[src/hdl/affine_transform_stack_macros.svh]
// Assertion macros for the affine transform stack
`ifndef AFFINE_TRANSFORM_STACK_MACROS_SVH
`define AFFINE_TRANSFORM_STACK_MACROS_SVH

// same-cycle implication
`define ATS_ASSERT_IMPL(label, ante, cons) \
    label: assert property (@(posedge clk) disable iff (!rst_n) (ante) |-> (cons)) \
        else $error("assertion failed");

// next-cycle implication
`define ATS_ASSERT_NEXT(label, ante, cons) \
    label: assert property (@(posedge clk) disable iff (!rst_n) (ante) |=> (cons)) \
        else $error("assertion failed");

`endif

[src/hdl/ats_pkg.sv]
// Shared types, codes and helper functions of the affine transform stack
package ats_pkg;

    typedef enum logic [2:0] {
        CMD_IDENTITY  = 3'd0,
        CMD_TRANSLATE = 3'd1,
        CMD_ROTATE    = 3'd2,
        CMD_SCALE     = 3'd3,
        CMD_SHEAR     = 3'd4,
        CMD_PUSH      = 3'd5,
        CMD_POP       = 3'd6,
        CMD_POINT     = 3'd7
    } cmd_t;

    localparam logic [1:0] STATUS_OK         = 2'd0;
    localparam logic [1:0] STATUS_PUSH_FULL  = 2'd1;
    localparam logic [1:0] STATUS_POP_EMPTY  = 2'd2;

    localparam int CFG_IDX_W = 4;
    localparam logic [CFG_IDX_W-1:0] CFG_OFFSET_X = 4'd0;
    localparam logic [CFG_IDX_W-1:0] CFG_OFFSET_Y = 4'd1;

    localparam logic signed [35:0] GAIN_Q30    = 36'sd652032874;
    localparam logic signed [35:0] PI_Q30      = 36'sd3373259426;
    localparam logic signed [35:0] HALF_PI_Q30 = 36'sd1686629713;
    localparam logic signed [35:0] TWO_PI_Q30  = 36'sd6746518852;

    typedef struct packed {
        logic init;
        logic mul;
        logic acc;
    } mac_ctrl_t;

    function automatic logic signed [31:0] sat32(input logic signed [63:0] v);
        logic signed [31:0] r;
        if (v > 64'sd2147483647)
            r = 32'sh7FFFFFFF;
        else if (v < -64'sd2147483648)
            r = 32'sh80000000;
        else
            r = v[31:0];
        return r;
    endfunction

    function automatic logic signed [15:0] sat16(input logic signed [63:0] v);
        logic signed [15:0] r;
        if (v > 64'sd32767)
            r = 16'sh7FFF;
        else if (v < -64'sd32768)
            r = 16'sh8000;
        else
            r = v[15:0];
        return r;
    endfunction

    function automatic logic [31:0] atan_q30(input logic [4:0] i);
        logic [31:0] r;
        case (i)
            5'd0:    r = 32'h3243F6A8;
            5'd1:    r = 32'h1DAC6705;
            5'd2:    r = 32'h0FADBAFC;
            5'd3:    r = 32'h07F56EA6;
            5'd4:    r = 32'h03FEAB76;
            5'd5:    r = 32'h01FFD55B;
            5'd6:    r = 32'h00FFFAAA;
            5'd7:    r = 32'h007FFF55;
            5'd8:    r = 32'h003FFFEA;
            5'd9:    r = 32'h001FFFFD;
            5'd10:   r = 32'h000FFFFF;
            5'd11:   r = 32'h0007FFFF;
            5'd12:   r = 32'h0003FFFF;
            5'd13:   r = 32'h0001FFFF;
            5'd14:   r = 32'h0000FFFF;
            5'd15:   r = 32'h00007FFF;
            5'd16:   r = 32'h00003FFF;
            5'd17:   r = 32'h00001FFF;
            5'd18:   r = 32'h00000FFF;
            5'd19:   r = 32'h000007FF;
            5'd20:   r = 32'h000003FF;
            5'd21:   r = 32'h000001FF;
            5'd22:   r = 32'h000000FF;
            5'd23:   r = 32'h0000007F;
            default: r = 32'h00000000;
        endcase
        return r;
    endfunction

endpackage

[src/hdl/ats_mac.sv]
// Shared multiplier with floor-shifted accumulator
module ats_mac #(
    parameter int FRAC_BITS = 16
) (
    input  logic                  clk,
    input  ats_pkg::mac_ctrl_t    ctrl,
    input  logic signed [31:0]    op_l,
    input  logic signed [31:0]    op_r,
    input  logic signed [63:0]    term,
    output logic signed [63:0]    acc
);
    import ats_pkg::*;

    logic signed [63:0] prod_reg;
    logic signed [63:0] acc_reg;

    always_ff @(posedge clk)
    begin
        if (ctrl.mul)
            prod_reg <= op_l * op_r;
        if (ctrl.init)
            acc_reg <= term;
        else if (ctrl.acc)
            acc_reg <= acc_reg + (prod_reg >>> FRAC_BITS);
    end

    assign acc = acc_reg;
endmodule

[config.mk]
export PLATFORM = sky130hd
export DESIGN_NAME = ats_mac
export DESIGN_NICKNAME = d
export VERILOG_FILES = /design/src/hdl/affine_transform_stack_macros.svh /design/src/hdl/ats_pkg.sv /design/src/hdl/ats_mac.sv
export SDC_FILE = /design/constraint.sdc
export NUM_CORES = 2
export LEC_CHECK = 0
export CELL_PAD_IN_SITES_DETAIL_PLACEMENT = 1
export CELL_PAD_IN_SITES_GLOBAL_PLACEMENT = 1
export CORE_AREA = 5 5 293 295
export DETAILED_ROUTE_END_ITERATION = 7
export DIE_AREA = 0 0 298 300
export DONT_BUFFER_PORTS = 1
export GPL_TIMING_DRIVEN = 1
export HOLD_SLACK_MARGIN = 0.12
export PLACE_DENSITY = 0.84
export SETUP_SLACK_MARGIN = 0.02
export SLEW_MARGIN = 30
export SYNTH_ARGS = -nofsm -noshare
export SYNTH_HDL_FRONTEND = slang
export SYNTH_SLANG_ARGS = --single-unit
export TNS_END_PERCENT = 20
[constraint.sdc]
create_clock -name clk -period 10.71 [get_ports clk]
set_clock_uncertainty 0.05 [all_clocks]
set_input_delay 1.6065 -clock clk [delete_from_list [all_inputs] [get_ports clk]]
set_output_delay 1.6065 -clock clk [all_outputs]
set_load 0.02 [all_outputs]
==> reports/metrics.sh <==
CP_DATA_REQUIRED_TIME_NS=10.80
YOSYSUNIQUECELLTYPES=92
TRITONCTS_BUFFER_COUNT=9
GP_CONGESTION=0.902
SYNTH_ENABLE_FLOP_CELLS=112
HPWLAFTERDP_MM=110
CLOCKROOTBUFFER='sky130_fd_sc_hd__clkbuf_16'
NETS=5811
CRIT_PATH_MAX_INCR_DELAY_NS=0.90
WORST-SLEW-PIN-TRANSITION_NS=0.904
SYNTH.NET_COUNT=6023
PLACEMENTROWS=106
SLOWEST_STAGE='sky130_fd_sc_hd__fa_1'
HOLD_VIOL_FINAL=0
RSZ0062_AT_GRT='false'
FINALWIRELENGTH_MM=135
WORSTHOLDPATHCELLS=2
HOLD_WS_NS=0.679
CP_DATA_ARRIVAL_TIME_NS=9.48
LAYOUT_UTILIZATION=0.533
MOST-COMMON-LAYOUT-CELLS='sky130_fd_sc_hd__fa_1 (1082), sky130_fd_sc_hd__inv_1 (1003), sky130_fd_sc_hd__nand2_1 (635), sky130_fd_sc_hd__and2_1 (491), sky130_fd_sc_hd__ha_1 (243)'
DRIVE_ABOVE_1_SHARE=0.0154
DRC_ERRORS=0
TIMING.CRITICAL_PATH.BUF_INV=7
CAP_VIOLATIONS=0
POSTCTSSETUPBUFFERS=0
CRITICAL_PATH_CELL_COUNT=26
ASYNC_FLOP_SHARE=0
NUMCLOCKSINKS=112
DIE_AREA_SQ_UM=89400
INITIAL_DETAILED_ROUTING_VIOLATION_COUNT=1959
KIND_OF_END_POINT_OF_THE_CRITICAL_PATH='flop'
SYNTH_AREA_PER_CELL_SQ_UM=9.51
NUMBER_OF_FLIP_FLOPS_IN_THE_LARGEST_REGISTER=64
FINAL.SETUP.TNS_NS=0
TIMING.CRITICAL_PATH.MAX_DELAY_FAMILY='adder cells'
CRITPATHMAXFANOUT=32
DETAILROUTE.VIA_COUNT=31647
AREA_DELTA_SYNTH_FINAL_PCT=1.71
POST_SYNTHESIS_REGISTER_BIT_COUNT=112
WORSTHOLDPATHTYPE='flop to flop'
FINAL.MIN_CLOCK_PERIOD_NS=9.39
PIN_COUNT_OF_THE_BIGGEST_NET_ENTERING_GLOBAL_ROUTING=127
CRITICAL-PATH-TOP-CELL-BY-COUNT='sky130_fd_sc_hd__fa_1'
DOMINANTREGCELLSYNTH='sky130_fd_sc_hd__edfxtp_1'
WORST_SETUP_HOLD_PATH_CLK_SLEW_NS=0.08
TIMING.FINAL.MAX_SLEW_VIOLATIONS=0
INITIAL_CORE_UTIL=0.524
DRT-WIRELENGTH-PER-CELL_MICRONS=24.8
CLK_LATENCY_NS=0.39
DIE-WIDTH_MICRONS=298
CTS_TREE='done'
FLOORPLAN.IO_PINS=196
FINAL_COMMON_CELL='sky130_fd_sc_hd__fa_1'
CHIPHEIGHT_MICRONS=300
STATUS='finished, final reports clean'
POSTSYNTHCELLCOUNT=4566
SYNTH.YOSYS.WARNINGS=0
REG2REGPATHDEPTH=13
IO_BUFFER_COUNT=0
AVGVIACOUNTPERCELL=5.82
COUNT_OF_INSTANCES_RESIZED_AFTER_THE_CLOCK_TREE_IS_BUILT=0
FINALCRITPERIODSHARE=0.877
CTSHTREEMAXLEVEL=3
CORE_AREA_SQ_UM=82900
CLOCKBUFFERDEPTH=2
MAX_FREQ_GHz=0.106
DRT_FIRST_PASS_ITERS=5
GRT_ANTENNA_BEFORE_REPAIR=8
YS_SEQ_AREA_FRAC=0.0775
GR-USAGE-ALL-LAYERS=0.306
SYN_AREA_SQ_UM=43400
SETUP.WORST_PATH.START_CLASS='primary input'
TIMING_WORST_SETUP_PATH_TYPE='primary input to flop'
CTS.HOLD.BUFFERS_ADDED=0
TIMING.FINAL.SETUP_VIOLATIONS=0
GRT_FIRST_PASS_WIRELENGTH_MM=213
ANTENNA_VIOLATING_NETS_POST_ROUTE=0
WORST_SLEW_MARGIN_REL=0.398
GLOBALROUTEOVERFLOWTOTAL=0
VIAS_IN_THE_FIRST_GLOBAL_ROUTE=37786
layer usage:
| metal | up-vias | track usage | part of all wire |
|---|---|---|---|
| met4 | 0 | 0.134 | 0.051 |
| met1 | 16621 | 0.374 | 0.37 |
| li1 | 13184 | - | - |
| met3 | 472 | 0.0588 | 0.072 |
| met5 | - | 0 | 0 |
| met2 | 1370 | 0.532 | 0.50 |
path summary, 6_finish.rpt:
kind	from	to	slack [ns]
max	op_l[31]	prod_reg[62]	1.32
min	prod_reg[16]	acc[0]	0.68
max reg2reg	acc[0]	acc[62]	6.65
min reg2reg	prod_reg[16]	acc[0]	0.68
cell families after synthesis:
kind of cell	after synthesis	share of synthesized area
AOI/OAI and AO/OA	454	0.0705
xor gates and xnor gates	112	0.0226
adders and majority gates	1325	0.569
buffers and inverters	1231	0.108
DFF	112	0.0775
muxes	5	0.00124
and+or+nand+nor	1327	0.151
metrics by stage:
stage               std cells  instance area, sq um  worst slack, ns
floorplan                4566                 43400             1.47
global placement         5423                 43900             1.26
detailed placement       5423                 43900            0.883
CTS                      5438                 44100             1.27
global route             5439                 44100            0.846
finish                   5442                 44200             1.32
synth_stat cells (4+ instances only):
master / n / share of area
sky130_fd_sc_hd__or3_1: 5 / 0.00072
sky130_fd_sc_hd__edfxtp_1: 112 / 0.077
sky130_fd_sc_hd__nor3_1: 11 / 0.0013
sky130_fd_sc_hd__o21bai_1: 18 / 0.0031
sky130_fd_sc_hd__o211ai_1: 12 / 0.0021
sky130_fd_sc_hd__nand2_1: 635 / 0.055
sky130_fd_sc_hd__nor2_1: 78 / 0.0067
sky130_fd_sc_hd__nand3_1: 20 / 0.0023
sky130_fd_sc_hd__ha_1: 243 / 0.070
sky130_fd_sc_hd__a31o_2: 4 / 0.00081
sky130_fd_sc_hd__fa_1: 1082 / 0.50
sky130_fd_sc_hd__a211oi_1: 11 / 0.0019
sky130_fd_sc_hd__o21ai_0: 111 / 0.013
sky130_fd_sc_hd__clkbuf_1: 211 / 0.018
sky130_fd_sc_hd__and2_1: 491 / 0.071
sky130_fd_sc_hd__and2_2: 4 / 0.00069
sky130_fd_sc_hd__xnor2_1: 71 / 0.014
sky130_fd_sc_hd__clkbuf_8: 4 / 0.0013
sky130_fd_sc_hd__nor2b_1: 9 / 0.0013
sky130_fd_sc_hd__xor2_1: 41 / 0.0083
sky130_fd_sc_hd__and4_1: 5 / 0.0010
sky130_fd_sc_hd__a21o_1: 76 / 0.013
sky130_fd_sc_hd__o21a_1: 16 / 0.0028
sky130_fd_sc_hd__a21oi_1: 124 / 0.014
sky130_fd_sc_hd__a211o_1: 8 / 0.0016
sky130_fd_sc_hd__a31oi_1: 8 / 0.0012
sky130_fd_sc_hd__inv_1: 1003 / 0.087
sky130_fd_sc_hd__nand4_1: 20 / 0.0029
sky130_fd_sc_hd__and3_1: 12 / 0.0017
sky130_fd_sc_hd__nand2b_1: 17 / 0.0024
sky130_fd_sc_hd__a221o_1: 7 / 0.0016
final cells by class:
| cell class | count | area (sq um) |
|---|---|---|
| clock buffers | 10 | 229 |
| clock inverters | 5 | 52.6 |
| diodes | 4 | 10.0 |
| well taps | 1080 | 1350 |
| fillers | 9222 | 38700 |
| inverters | 1003 | 3760 |
| multi-input cells | 3223 | 35300 |
| flip-flops and latches | 112 | 3360 |
| repair buffers | 5 | 37.5 |
worst reg2reg max path, stage by stage, from the launching register on:
cell	delay (ns)
sky130_fd_sc_hd__edfxtp_1	0.49
sky130_fd_sc_hd__ha_1	0.22
sky130_fd_sc_hd__inv_1	0.06
sky130_fd_sc_hd__fa_1	0.39
sky130_fd_sc_hd__and2b_4	0.27
sky130_fd_sc_hd__o31a_4	0.14
sky130_fd_sc_hd__o311ai_2	0.14
sky130_fd_sc_hd__o21ai_2	0.32
sky130_fd_sc_hd__a31o_2	0.29
sky130_fd_sc_hd__a31oi_2	0.16
sky130_fd_sc_hd__o31ai_2	0.51
sky130_fd_sc_hd__a311oi_2	0.24
sky130_fd_sc_hd__o31a_1	0.28
sky130_fd_sc_hd__o311ai_1	0.31
Power is left out: the tool's default activity adds up to more than one toggle a clock period on the data nets, which glitch-free logic cannot reach.
