**src/hdl/affine_transform_stack_macros.svh**
```systemverilog
// Assertion macros for the affine transform stack
`ifndef AFFINE_TRANSFORM_STACK_MACROS_SVH
`define AFFINE_TRANSFORM_STACK_MACROS_SVH

// same-cycle implication
`define ATS_ASSERT_IMPL(label, ante, cons) \
    label: assert property (@(posedge clk) disable iff (!rst_n) (ante) |-> (cons)) \
        else $error("assertion failed");

// next-cycle implication
`define ATS_ASSERT_NEXT(label, ante, cons) \
    label: assert property (@(posedge clk) disable iff (!rst_n) (ante) |=> (cons)) \
        else $error("assertion failed");

`endif

```
**src/hdl/ats_pkg.sv**
```systemverilog
// Shared types, codes and helper functions of the affine transform stack
package ats_pkg;

    typedef enum logic [2:0] {
        CMD_IDENTITY  = 3'd0,
        CMD_TRANSLATE = 3'd1,
        CMD_ROTATE    = 3'd2,
        CMD_SCALE     = 3'd3,
        CMD_SHEAR     = 3'd4,
        CMD_PUSH      = 3'd5,
        CMD_POP       = 3'd6,
        CMD_POINT     = 3'd7
    } cmd_t;

    localparam logic [1:0] STATUS_OK         = 2'd0;
    localparam logic [1:0] STATUS_PUSH_FULL  = 2'd1;
    localparam logic [1:0] STATUS_POP_EMPTY  = 2'd2;

    localparam int CFG_IDX_W = 4;
    localparam logic [CFG_IDX_W-1:0] CFG_OFFSET_X = 4'd0;
    localparam logic [CFG_IDX_W-1:0] CFG_OFFSET_Y = 4'd1;

    localparam logic signed [35:0] GAIN_Q30    = 36'sd652032874;
    localparam logic signed [35:0] PI_Q30      = 36'sd3373259426;
    localparam logic signed [35:0] HALF_PI_Q30 = 36'sd1686629713;
    localparam logic signed [35:0] TWO_PI_Q30  = 36'sd6746518852;

    typedef struct packed {
        logic init;
        logic mul;
        logic acc;
    } mac_ctrl_t;

    function automatic logic signed [31:0] sat32(input logic signed [63:0] v);
        logic signed [31:0] r;
        if (v > 64'sd2147483647)
            r = 32'sh7FFFFFFF;
        else if (v < -64'sd2147483648)
            r = 32'sh80000000;
        else
            r = v[31:0];
        return r;
    endfunction

    function automatic logic signed [15:0] sat16(input logic signed [63:0] v);
        logic signed [15:0] r;
        if (v > 64'sd32767)
            r = 16'sh7FFF;
        else if (v < -64'sd32768)
            r = 16'sh8000;
        else
            r = v[15:0];
        return r;
    endfunction

    function automatic logic [31:0] atan_q30(input logic [4:0] i);
        logic [31:0] r;
        case (i)
            5'd0:    r = 32'h3243F6A8;
            5'd1:    r = 32'h1DAC6705;
            5'd2:    r = 32'h0FADBAFC;
            5'd3:    r = 32'h07F56EA6;
            5'd4:    r = 32'h03FEAB76;
            5'd5:    r = 32'h01FFD55B;
            5'd6:    r = 32'h00FFFAAA;
            5'd7:    r = 32'h007FFF55;
            5'd8:    r = 32'h003FFFEA;
            5'd9:    r = 32'h001FFFFD;
            5'd10:   r = 32'h000FFFFF;
            5'd11:   r = 32'h0007FFFF;
            5'd12:   r = 32'h0003FFFF;
            5'd13:   r = 32'h0001FFFF;
            5'd14:   r = 32'h0000FFFF;
            5'd15:   r = 32'h00007FFF;
            5'd16:   r = 32'h00003FFF;
            5'd17:   r = 32'h00001FFF;
            5'd18:   r = 32'h00000FFF;
            5'd19:   r = 32'h000007FF;
            5'd20:   r = 32'h000003FF;
            5'd21:   r = 32'h000001FF;
            5'd22:   r = 32'h000000FF;
            5'd23:   r = 32'h0000007F;
            default: r = 32'h00000000;
        endcase
        return r;
    endfunction

endpackage

```
**src/hdl/ats_cordic.sv**
```systemverilog
// Angle reduction and iterative CORDIC sine/cosine
module ats_cordic #(
    parameter int FRAC_BITS    = 16,
    parameter int CORDIC_STEPS = 16
) (
    input  logic               clk,
    input  logic               rst_n,
    input  logic               start,
    input  logic signed [31:0] angle,
    output logic               done,
    output logic signed [31:0] sin_q,
    output logic signed [31:0] cos_q
);
    import ats_pkg::*;

    localparam int ZW = 62 - FRAC_BITS;
    localparam int QB = ZW - 32;
    localparam int KW = $clog2(QB);
    localparam int SH = 30 - FRAC_BITS;

    typedef enum logic [2:0] {C_IDLE, C_REDUCE, C_FOLD, C_ITER, C_DONE} cstate_t;

    cstate_t            state_reg;
    logic [ZW-1:0]      rem_reg;
    logic               neg_reg;
    logic               flip_reg;
    logic [KW-1:0]      k_reg;
    logic [4:0]         i_reg;
    logic signed [35:0] x_reg;
    logic signed [35:0] y_reg;
    logic signed [35:0] z_reg;
    logic signed [31:0] sin_reg;
    logic signed [31:0] cos_reg;
    logic               done_reg;

    logic signed [32:0] ang_ext;
    logic [32:0]        ang_mag;
    logic [ZW-1:0]      sub_val;
    logic signed [35:0] z_base;
    logic signed [35:0] z_wrap;
    logic signed [35:0] z_fold;
    logic               fold_flip;
    logic signed [35:0] dx;
    logic signed [35:0] dy;
    logic signed [35:0] atan_ext;
    logic signed [35:0] xs;
    logic signed [35:0] ys;

    always_comb
    begin
        ang_ext  = {angle[31], angle};
        ang_mag  = ang_ext[32] ? 33'(-ang_ext) : 33'(ang_ext);
        sub_val  = ZW'(TWO_PI_Q30) << k_reg;
        z_base   = neg_reg ? -$signed(rem_reg[35:0]) : $signed(rem_reg[35:0]);
        if (z_base > PI_Q30)
            z_wrap = z_base - TWO_PI_Q30;
        else if (z_base < -PI_Q30)
            z_wrap = z_base + TWO_PI_Q30;
        else
            z_wrap = z_base;
        fold_flip = 1'b1;
        if (z_wrap > HALF_PI_Q30)
            z_fold = z_wrap - PI_Q30;
        else if (z_wrap < -HALF_PI_Q30)
            z_fold = z_wrap + PI_Q30;
        else
        begin
            z_fold    = z_wrap;
            fold_flip = 1'b0;
        end
        dx       = y_reg >>> i_reg;
        dy       = x_reg >>> i_reg;
        atan_ext = $signed({4'b0000, atan_q30(i_reg)});
        xs       = x_reg >>> SH;
        ys       = y_reg >>> SH;
        if (flip_reg)
        begin
            xs = -xs;
            ys = -ys;
        end
    end

    always_ff @(posedge clk or negedge rst_n)
    begin
        if (!rst_n)
        begin
            state_reg <= C_IDLE;
            done_reg  <= 1'b0;
            rem_reg   <= '0;
            neg_reg   <= 1'b0;
            flip_reg  <= 1'b0;
            k_reg     <= '0;
            i_reg     <= '0;
            x_reg     <= '0;
            y_reg     <= '0;
            z_reg     <= '0;
            sin_reg   <= '0;
            cos_reg   <= '0;
        end
        else
        begin
            done_reg <= (state_reg == C_DONE);
            case (state_reg)
                C_IDLE:
                begin
                    if (start)
                    begin
                        rem_reg   <= ZW'(ang_mag) << SH;
                        neg_reg   <= angle[31];
                        k_reg     <= KW'(QB - 1);
                        state_reg <= C_REDUCE;
                    end
                end
                C_REDUCE:
                begin
                    if (rem_reg >= sub_val)
                        rem_reg <= rem_reg - sub_val;
                    if (k_reg == '0)
                        state_reg <= C_FOLD;
                    else
                        k_reg <= k_reg - 1'b1;
                end
                C_FOLD:
                begin
                    z_reg     <= z_fold;
                    flip_reg  <= fold_flip;
                    x_reg     <= GAIN_Q30;
                    y_reg     <= '0;
                    i_reg     <= '0;
                    state_reg <= C_ITER;
                end
                C_ITER:
                begin
                    if (z_reg >= 0)
                    begin
                        x_reg <= x_reg - dx;
                        y_reg <= y_reg + dy;
                        z_reg <= z_reg - atan_ext;
                    end
                    else
                    begin
                        x_reg <= x_reg + dx;
                        y_reg <= y_reg - dy;
                        z_reg <= z_reg + atan_ext;
                    end
                    if (i_reg == 5'(CORDIC_STEPS - 1))
                        state_reg <= C_DONE;
                    else
                        i_reg <= i_reg + 1'b1;
                end
                C_DONE:
                begin
                    cos_reg   <= sat32({{28{xs[35]}}, xs});
                    sin_reg   <= sat32({{28{ys[35]}}, ys});
                    state_reg <= C_IDLE;
                end
                default: state_reg <= C_IDLE;
            endcase
        end
    end

    assign done  = done_reg;
    assign sin_q = sin_reg;
    assign cos_q = cos_reg;
endmodule

```
**config.mk**
```make
export PLATFORM = sky130hd
export DESIGN_NAME = ats_cordic
export DESIGN_NICKNAME = d
export VERILOG_FILES = /design/src/hdl/affine_transform_stack_macros.svh /design/src/hdl/ats_pkg.sv /design/src/hdl/ats_cordic.sv
export SDC_FILE = /design/constraint.sdc
export NUM_CORES = 2
export LEC_CHECK = 0
export BUFFER_PORTS_ARGS = -buffer_cell sky130_fd_sc_hd__buf_2
export CORE_AREA = 2 2 312 314
export CTS_BUF_LIST = sky130_fd_sc_hd__clkbuf_8
export DETAILED_ROUTE_END_ITERATION = 12
export DIE_AREA = 0 0 314 316
export PLACE_DENSITY = 0.53
export SLEW_MARGIN = 10
export SYNTH_ARGS = -nofsm -noshare
export SYNTH_HDL_FRONTEND = slang
export SYNTH_SLANG_ARGS = --single-unit
```
**constraint.sdc**
```tcl
create_clock -name clk -period 23.5 [get_ports clk]
set_input_delay 1.175 -clock clk [delete_from_list [all_inputs] [get_ports clk]]
set_output_delay 1.175 -clock clk [all_outputs]
set_load 0.03 [all_outputs]
```
==> flow_summary.toml <==
[outcome]
status = "finished, final reports clean"

[routing]
vias = 28800
drt_iter0_markers = 2208
routedWlPerCell_um = 19.1
dr.pass1.iters = 5
drc = 0
final_antenna_net_count = 0
drt_wl_total_mm = 97.2
routed_via_density = 5.67

[floorplanning]
die-area_sq_um = 99200
start_util_pct = 30.7
dieHeight_um = 316
io_pins = 100
core_area_sq_um = 96000
fp.dieW_um = 314
num_rows = 114

[yosys]
yosysWarnings = 0
synthArstFlopShare_pct = 100
synth-edff-count = 0
syn_inst = 3810
synth.net_count = 4025
synthDistinctLibCells = 123
ys_ff_latch = 231
ys.flop_type = "dfrtp_1"
syn-cell-area_sq_um = 29500
syn_avg_cell_area_sq_um = 7.74
yosysSeqAreaShare_pct = 19.6

[worst_setup_path]
path_class = "flip-flop to flip-flop"
crit_top_cell = "a21oi_1"
critPathSlowestCell = "dfrtp_4"
worst_setup_path_end_kind = "flip-flop"
cp.arrival_ns = 8.91
start_kind = "flip-flop"
critPathTopFamily = "compound AO/OA/AOI/OAI gates"
worstPathRequired_ns = 24.00
max_stage_delay_ns = 0.87
crit_path_max_fanout = 42
crit_buf_inv = 1

[clock_tree]
clk_root_buffer_cell = "clkbuf_8"
cts_buffers = 46
cts_hold_buf = 0
insertion_delay_ns = 0.66
htreeDepth = 2
clkTransAtPathRegs_ns = 0.06
cts_sinks = 231
ctsResizeCount = 0
post_cts_buffers = 0
cts_tree = "done"
clock_path_buffers = 3

[grt]
antenna_found_initial = 1
gr-total-overflow = 0
grt_pass1_wl_mm = 155
grt_max_degree = 81
grt_usage_pct = 19.2
grt_pass1_vias = 27400

[place]
gp_congestion = 0.908
port_buffers = 99
dpl_worst_slack_ns = 15.11
placed_area_sq_um = 31000
dp_hpwl_mm = 72.5

[finish]
largest_reg_flops = 44
area_growth_pct = 8.30
nets = 3977
final_layout_size_suffix_gt1_share_pct = 11.6
final_core_util_pct = 33.3
fillers = 10300
fin_area_sq_um = 32000

[sta]
period_needed_ns = 8.41
final.setup.worst_slack_ns = 15.09
worstMarginPinSlew_ns = 1.17
tns_ns = 0
fmax_mhz = 119
slew_headroom_pct = 22.2
rsz0062_at_grt = "no"
fin_worst_skew_ns = 0.0656
setup_viol = 0
period_share_pct = 35.8
slew_viol_final = 0
hold_violations = 0

[job]
max-cap-violations = 0

[min_path]
min_path_type = "flip-flop to flip-flop"
## layer usage
metal  track usage (%)  wire, um  up-vias
li1                  -         -    14000
met1              26.1     44700    13900
met2              31.7     44900      791
met3              2.20      4700      146
met4              5.87      2780        0
met5                 0         0        -
## layout make-up
| type | instances | area, sq um | area share [%] |
|---|---|---|---|
| sequential | 231 | 5790 | 18.1 |
| multi-input combinational | 3243 | 22400 | 70.1 |
| inverter | 99 | 372 | 1.16 |
| clock inverter | 28 | 210 | 0.658 |
| antenna | 2 | 5.00 | 0.0157 |
| timing repair buffer | 141 | 821 | 2.57 |
| tap | 1276 | 1600 | 5.00 |
| clock buffer | 54 | 743 | 2.33 |
## logic make-up (layout without fill, tap and decap cells)
| logic type | count (synthesis) | in the layout | share of synthesized area [%] |
|---|---|---|---|
| compound gates | 1231 | 1231 | 27.3 |
| xor+xnor | 341 | 341 | 10.1 |
| fa+ha+maj | 191 | 191 | 8.08 |
| buf+inv | 336 | 322 | 4.60 |
| flops | 231 | 231 | 19.6 |
| mux | 148 | 148 | 8.63 |
| other cells | 2 | 4 | 0.0255 |
| simple gates | 1330 | 1330 | 21.6 |
## final timing paths
kind,from,end,slack (ns),cells after the start
worst max register to register,i_reg[0],y_reg[35],15.09,26
min in group asynchronous,rst_n,sin_q[23],0.52,1
worst min register to register,cos_q[23],cos_q[23],0.47,2
worst min-delay path,cos_q[23],cos_q[23],0.47,2
max in group asynchronous,rst_n,z_reg[35],20.34,4
worst max-delay path,i_reg[0],y_reg[35],15.09,26
## through the flow
step | cells | hold WS [ns]
finish | 5074 | 0.467
global placement | 4990 | 0.454
floorplan | 3810 | 0.449
global route | 5074 | 0.494
detailed placement | 4990 | 0.459
CTS | 5072 | 0.474
## placed cells by master, fill, tap and decap left out, types with 39 or more instances in the layout
cell type / count
nand2_1: 470
o21ai_0: 331
a21oi_1: 314
nor2_1: 312
dfrtp_1: 225
xnor2_1: 182
ha_1: 177
xor2_1: 157
inv_1: 107
buf_2: 98
nor3_1: 97
nand3_1: 90
mux4_2: 82
o31ai_1: 72
or3_1: 61
a21o_1: 59
clkbuf_8: 54
o21a_1: 48
a31oi_1: 44
buf_4: 42
a211oi_1: 40
nand2b_1: 39
## synthesized netlist by cell type, drive strengths merged (10+ instances only)
library cell / count / share of area [%]
xor2: 158 / 4.7
nor4: 27 / 0.71
clkbuf: 161 / 2.0
xnor2: 183 / 5.4
a211oi: 41 / 1.1
o31ai: 77 / 2.1
o21bai: 18 / 0.46
o21a: 48 / 1.2
and3: 30 / 0.64
nand2b: 40 / 0.85
a21oi: 314 / 5.3
or3: 63 / 1.4
nor2: 314 / 4.0
ha: 177 / 7.5
mux2i: 38 / 1.3
o22ai: 21 / 0.45
nand4: 28 / 0.64
or4: 23 / 0.61
or2: 35 / 0.74
a31oi: 45 / 0.98
a22oi: 20 / 0.53
a21boi: 15 / 0.38
maj3: 11 / 0.37
a311oi: 10 / 0.30
o41ai: 32 / 1.1
dfrtp: 231 / 20
nand3: 92 / 1.6
nor2b: 24 / 0.51
o221ai: 14 / 0.48
mux2: 28 / 1.1
nor3: 100 / 1.8
o21ai: 347 / 5.9
inv: 95 / 1.2
nand3b: 14 / 0.36
mux4: 82 / 6.3
o211ai: 28 / 0.80
and2: 38 / 0.81
a31o: 12 / 0.36
buf: 76 / 1.3
a21o: 59 / 1.5
nand2: 473 / 6.0
## tightest hold or removal path, stage by stage, from the launching register on
cell	delay, ns
dfrtp_1	0.34
nand2_1	0.05
nand2_1	0.05
Power is left out: the tool's default activity adds up to more than one toggle a clock period on the data nets, which glitch-free logic cannot reach.
